File: config.mk
export PLATFORM = sky130hd
export DESIGN_NAME = fbm_div_cell
export DESIGN_NICKNAME = d
export VERILOG_FILES = /design/src/rtl/fbm_pkg.sv /design/src/rtl/fbm_div_cell.sv
export SDC_FILE = /design/constraint.sdc
export NUM_CORES = 1
export LEC_CHECK = 0
export ABC_AREA = 1
export BUFFER_PORTS_ARGS = -buffer_cell sky130_fd_sc_hd__buf_2
export CAP_MARGIN = 20
export CORE_MARGIN = 2
export CORE_UTILIZATION = 55
export DETAILED_ROUTE_END_ITERATION = 10
export PLACE_DENSITY_LB_ADDON = 0.3
export SYNTH_ARGS = -nofsm -noshare
export SYNTH_HDL_FRONTEND = slang
export SYNTH_SLANG_ARGS = --single-unit
File: constraint.sdc
create_clock -name i_clk -period 4.9 [get_ports i_clk]
set_input_delay 0.245 -clock i_clk [delete_from_list [all_inputs] [get_ports i_clk]]
set_output_delay 0.245 -clock i_clk [all_outputs]
set_load 0.005 [all_outputs]
File: src/rtl/fbm_pkg.sv
`default_nettype none

package fbm_pkg;

    // hash multipliers
    localparam logic [63:0] HASH_K1 = 64'h9E3779B97F4A7C15;
    localparam logic [63:0] HASH_K2 = 64'hC2B2AE3D27D4EB4F;
    localparam logic [63:0] HASH_K3 = 64'hBF58476D1CE4E5B9;

    // accumulator widths cover up to sixteen octaves
    localparam int SUM_W  = 36;
    localparam int NORM_W = 20;
    localparam int Q_W    = 16;

    localparam logic [15:0] AMP_INIT = 16'h8000;
    localparam logic [17:0] FADE_3   = 18'd196608;

    // configuration register indexes
    localparam logic [1:0] CFG_OCTAVES = 2'd0;
    localparam logic [1:0] CFG_LACUN   = 2'd1;
    localparam logic [1:0] CFG_GAIN    = 2'd2;

    localparam logic [3:0]  RST_OCTAVES = 4'd4;
    localparam logic [15:0] RST_LACUN   = 16'd8192;
    localparam logic [15:0] RST_GAIN    = 16'd32768;

    // partial products of a 64 x 64 multiply, low 64 bits only
    typedef struct packed {
        logic [63:0] lo;
        logic [31:0] hi;
    } t_pp;

    // data moved between octave cells
    typedef struct packed {
        logic              valid;
        logic [47:0]       cx;
        logic [47:0]       cy;
        logic [15:0]       amp;
        logic [SUM_W-1:0]  sum;
        logic [NORM_W-1:0] norm;
    } t_oct_bus;

    // data carried alongside the hash inside a cell
    typedef struct packed {
        logic [47:0]       cx;
        logic [47:0]       cy;
        logic [15:0]       amp_n;
        logic [15:0]       amp;
        logic [SUM_W-1:0]  sum;
        logic [NORM_W-1:0] norm;
    } t_carry;

    // data moved between divider cells
    typedef struct packed {
        logic              valid;
        logic [SUM_W-1:0]  rem;
        logic [NORM_W-1:0] norm;
        logic [Q_W-1:0]    q;
    } t_div_bus;

    function automatic t_pp fbm_pp(input logic [63:0] a, input logic [63:0] k);
        t_pp         r;
        logic [31:0] m1;
        logic [31:0] m2;
        r.lo = a[31:0] * k[31:0];
        m1   = a[63:32] * k[31:0];
        m2   = a[31:0] * k[63:32];
        r.hi = m1 + m2;
        return r;
    endfunction

    function automatic logic [63:0] fbm_pj(input t_pp p);
        return p.lo + {p.hi, 32'h0};
    endfunction

    // (a*(1-s) + b*s) >> 16
    function automatic logic [15:0] fbm_blend(input logic [15:0] a, input logic [15:0] b,
                                              input logic [15:0] s);
        logic [16:0] sc;
        logic [33:0] acc;
        sc  = 17'h10000 - {1'b0, s};
        acc = a * sc + b * s;
        return acc[31:16];
    endfunction

endpackage

`default_nettype wire

File: src/rtl/fbm_div_cell.sv
`default_nettype none

module fbm_div_cell import fbm_pkg::*; #(
    parameter int BIT = 0
) (
    input  wire logic     i_clk,
    input  wire logic     i_rst_n,
    input  wire logic     i_adv,
    input  wire t_div_bus i_bus,
    output t_div_bus      o_bus
);

    t_div_bus         r_out;
    t_div_bus         n_out;
    logic [SUM_W-1:0] n_dv;

    // one restoring step for one quotient bit
    always_comb begin
        n_dv  = SUM_W'(i_bus.norm) << BIT;
        n_out = i_bus;
        if (i_bus.rem >= n_dv) begin
            n_out.rem    = i_bus.rem - n_dv;
            n_out.q[BIT] = 1'b1;
        end
    end

    always_ff @(posedge i_clk) begin
        if (!i_rst_n) begin
            r_out.valid <= 1'b0;
        end else if (i_adv) begin
            r_out <= n_out;
        end
    end

    assign o_bus = r_out;

endmodule

`default_nettype wire

==> run summary <==
The flow ran to the end, and the final reports show no timing, DRC or antenna violations. The clock latency of the later-clocked register in the worst-skew pair came out at 0.35 ns. Synthesis inferred 73 register bits. The switching power came out at 456 µW. The post-synthesis cell type count is 29. The post-synthesis instance total is 558.

The max-capacitance violation count came out at 0. Of the total power, registers draw roughly 45%. Setup repair after global routing left no endpoint under its margin.

Broken down by cell family, the worst path's largest delay share belongs to simple AND/OR/NAND/NOR gates. The slowest stage of the critical path belongs to the cell sky130_fd_sc_hd__fa_1. In the global route stage, met3 resource usage came out at 5.51%.

The final route contains approximately 4.3k vias. In this run the most used layer during global routing was met2. In this run the worst path has a maximum fanout of 45. The met2 usage in global routing is 47.0%. The number of buffers added by the clock tree synthesis step came out at 9. Leaving out fill and tap cells, the most frequent cells in the layout are sky130_fd_sc_hd__nand2_1, sky130_fd_sc_hd__buf_2, sky130_fd_sc_hd__inv_1, sky130_fd_sc_hd__edfxtp_1, sky130_fd_sc_hd__nor2_1. Final hold analysis gives a worst-case slack of 0.0592 ns. Detailed placement ended at an HPWL of slightly below 10,000 µm.

The initial antenna violation count came out at 0. The most frequent standard cell in the layout excluding fill and tap cells is sky130_fd_sc_hd__nand2_1. The overall die width is about 95 µm.

The worst setup path is captured at a register. Once the clock tree was built, the resizer swapped 0 gates to a different size. The number of buffers inserted by port buffering is 148.

The root cell of the clock tree is sky130_fd_sc_hd__clkbuf_8. The setup skew after layout is 0 ns. In this run the deepest clock path goes through 2 buffers. The post-synthesis cell area is 4550 µm². After detailed routing, the total wire length is 12,200 µm. In this run the tightest slew margin relative to its limit is between 50% and 60%.

The post-synthesis to final-layout area growth is 23.3%. The hold violation count in the final report came to 0. The total power density per cell area came out at 299 nW/µm². The sequential share of the synthesized area came out at approximately 48%. The cell row count came out at 33. In this run, the number of DRC markers left after iteration 0 of detailed routing was 192. The clock transition at the register clock pins on the worst setup and hold paths after CTS is about 0.080 ns.

The total negative slack is 0 ns. The deepest level of the CTS H-tree came out at 3. For this design, the CTS-stage hold fixing added 0 buffers. The worst path needs between 2 and 2.5 ns of the cycle, external delays included. The data required time at the worst endpoint is ~5 ns.

The floorplan step defined a die boundary enclosing 9010 µm². The number of iterations in the first detailed-routing pass came out at 5. Net switching is 27.2% of the power.

For the pin with the worst max-slew slack, the measured transition is 0.656 ns. Entering global routing, the biggest net connects 46 pins. The min-delay analysis places its worst path in the category input port to register.

The post-detailed-route wirelength per cell is 14.8 µm. Using the TritonRoute via totals, the vias-per-cell ratio works out to 5.24. The clock tree from TritonCTS is yes. The critical path in this run is classified as input port to register. The max-slew violation count is 0. The first-pass GRT wire length is 18,900 µm. The maximum ir drop on the vdd rail is 0.158 mV. The final net count is 811. The clock sink total is 73.

The floorplan step set the die height to 94.9 µm. Timing would allow up to 0.436 GHz. Setup violations remaining at the end of the flow were counted as 0.

For this design the top-level I/O count stands at 149. Dividing the synthesized area by the synthesized cell count gives around 8.1 µm². The delay of the slowest critical-path stage is about 0.40 ns. Summed over all cells, the static leakage comes to between 0.002 and 0.003 µW. Global routing used 27.7% of the available tracks. The number of setup buffers added after CTS came out at 0. The worst setup path is launched from an input port. The ratio of final minimum period to clock period is 46.8%. The clock share of power came out at 35.1%. Global routing finished with a remaining overflow of 0. Counting both buffers and inverters, the worst setup path holds a total of 2. When the netlist entered floorplanning its net count stood at 655.

The data arrival time of the critical path is about 2.4 ns. The core area is 8130 µm². The count of synthesis-stage warnings from yosys came out at 0.

The initial standard-cell utilization of the core came out at 55.9%. The flip-flop count of the largest register after layout came out at 73. The met1 demand-to-capacity share in global routing is 35.0%. The residual DRC count came out at 0. The number of global-route vias before repair came out at 4,089.

The combinational power share is 19.5%. The critical path goes through buf_2 -> ha_1 -> fa_1 -> nand3b_1 -> nand2_1 -> nand3_1 -> nand3_1 -> nand2_1 -> nand3_4 -> clkinv_4 -> nand2_1 -> o21ai_0. Cells with a size suffix above 1 make up 24.1% of the layout.

The count of antenna-violating nets left after detailed routing is 0. The cell-internal power came out at 1220 µW. The number of inserted diodes came out at 0. The final weighted congestion of routability-driven global placement is 0.954. The most numerous cell type found on the critical path is sky130_fd_sc_hd__nand2_1.
==> cells in the mapped netlist <==
master | number | share of area (%)
sky130_fd_sc_hd__xnor2_1 | 12 | 2.3
sky130_fd_sc_hd__edfxtp_1 | 72 | 48
sky130_fd_sc_hd__a211oi_1 | 1 | 0.17
sky130_fd_sc_hd__nand3_4 | 1 | 0.39
sky130_fd_sc_hd__a21oi_1 | 33 | 3.6
sky130_fd_sc_hd__clkinv_4 | 1 | 0.19
sky130_fd_sc_hd__nor2_2 | 1 | 0.14
sky130_fd_sc_hd__or2_0 | 1 | 0.14
sky130_fd_sc_hd__o21ai_0 | 31 | 3.4
sky130_fd_sc_hd__nor3_2 | 1 | 0.22
sky130_fd_sc_hd__and2_1 | 2 | 0.28
sky130_fd_sc_hd__buf_12 | 1 | 0.44
sky130_fd_sc_hd__dfxtp_1 | 1 | 0.44
sky130_fd_sc_hd__buf_8 | 2 | 0.66
sky130_fd_sc_hd__ha_1 | 20 | 5.5
sky130_fd_sc_hd__and3_1 | 3 | 0.41
sky130_fd_sc_hd__o21ai_2 | 1 | 0.19
sky130_fd_sc_hd__fa_1 | 1 | 0.44
sky130_fd_sc_hd__nand3b_1 | 2 | 0.33
sky130_fd_sc_hd__nand3_1 | 35 | 3.9
sky130_fd_sc_hd__xor2_1 | 4 | 0.77
sky130_fd_sc_hd__nor2_1 | 56 | 4.6
sky130_fd_sc_hd__nor3_1 | 5 | 0.55
sky130_fd_sc_hd__nand2_1 | 169 | 14
sky130_fd_sc_hd__or2_2 | 3 | 0.41
sky130_fd_sc_hd__nand4_1 | 9 | 1.2
sky130_fd_sc_hd__buf_6 | 1 | 0.25
sky130_fd_sc_hd__o21bai_1 | 2 | 0.33
sky130_fd_sc_hd__inv_1 | 87 | 7.2
==> final timing paths <==
check / from / end / slack [ns] / cells after the start
hold / removal: i_bus[13] / o_bus[13] / 0.06 / 1
setup reg to reg: o_bus[72] / o_bus[72] / 4.26 / 2
hold reg to reg: o_bus[72] / o_bus[72] / 0.56 / 2
setup / recovery: i_bus[16] / o_bus[47] / 2.61 / 12
==> routing by layer <==
metal,vias to the layer above,part of all wire [%]
met5,-,0
met3,30,7.7
met2,185,47
met4,0,2.8
li1,2150,-
met1,1954,43
==> power groups by stage <==
stage               clock [µW]  sequential, µW  combinational, µW
CTS                        597             761                326
finish                     588             760                326
global route               612             765                368
floorplan                    0             783                178
detailed placement           0             773                323
global placement             0             772                316
==> layout make-up <==
| class | count | area [µm²] |
|---|---|---|
| fill | 704 | 2530 |
| sequential | 73 | 2180 |
| multi-input combinational | 393 | 1970 |
| timing repair buffer | 149 | 748 |
| inverter | 88 | 335 |
| tap | 105 | 131 |
| clock buffer | 10 | 128 |
| clock inverter | 6 | 115 |
==> cell families (layout without fill, tap and decap cells) <==
group,after synthesis,count (layout),synth area share [%]
AND/OR/NAND/NOR,288,288,26.5
adder cells (fa/ha/maj),21,21,5.94
AO/OA/AOI/OAI,68,68,7.73
flip-flops,73,73,48.0
buffers and inverters,92,253,8.72
XOR/XNOR,16,16,3.08
==> through the flow <==
stage,setup WS [ns],instance area [µm²],instances,total power (µW),utilization [%]
final,2.61,5610,824,1670,68.9
after global placement,2.37,5370,808,1090,66.0
after detailed placement,2.24,5370,808,1100,66.0
after floorplan,2.74,4550,558,961,-
after global routing,2.36,5610,824,1740,68.9
after CTS,2.62,5610,824,1680,68.9
No activity file was read; power rests on OpenSTA's default activity.
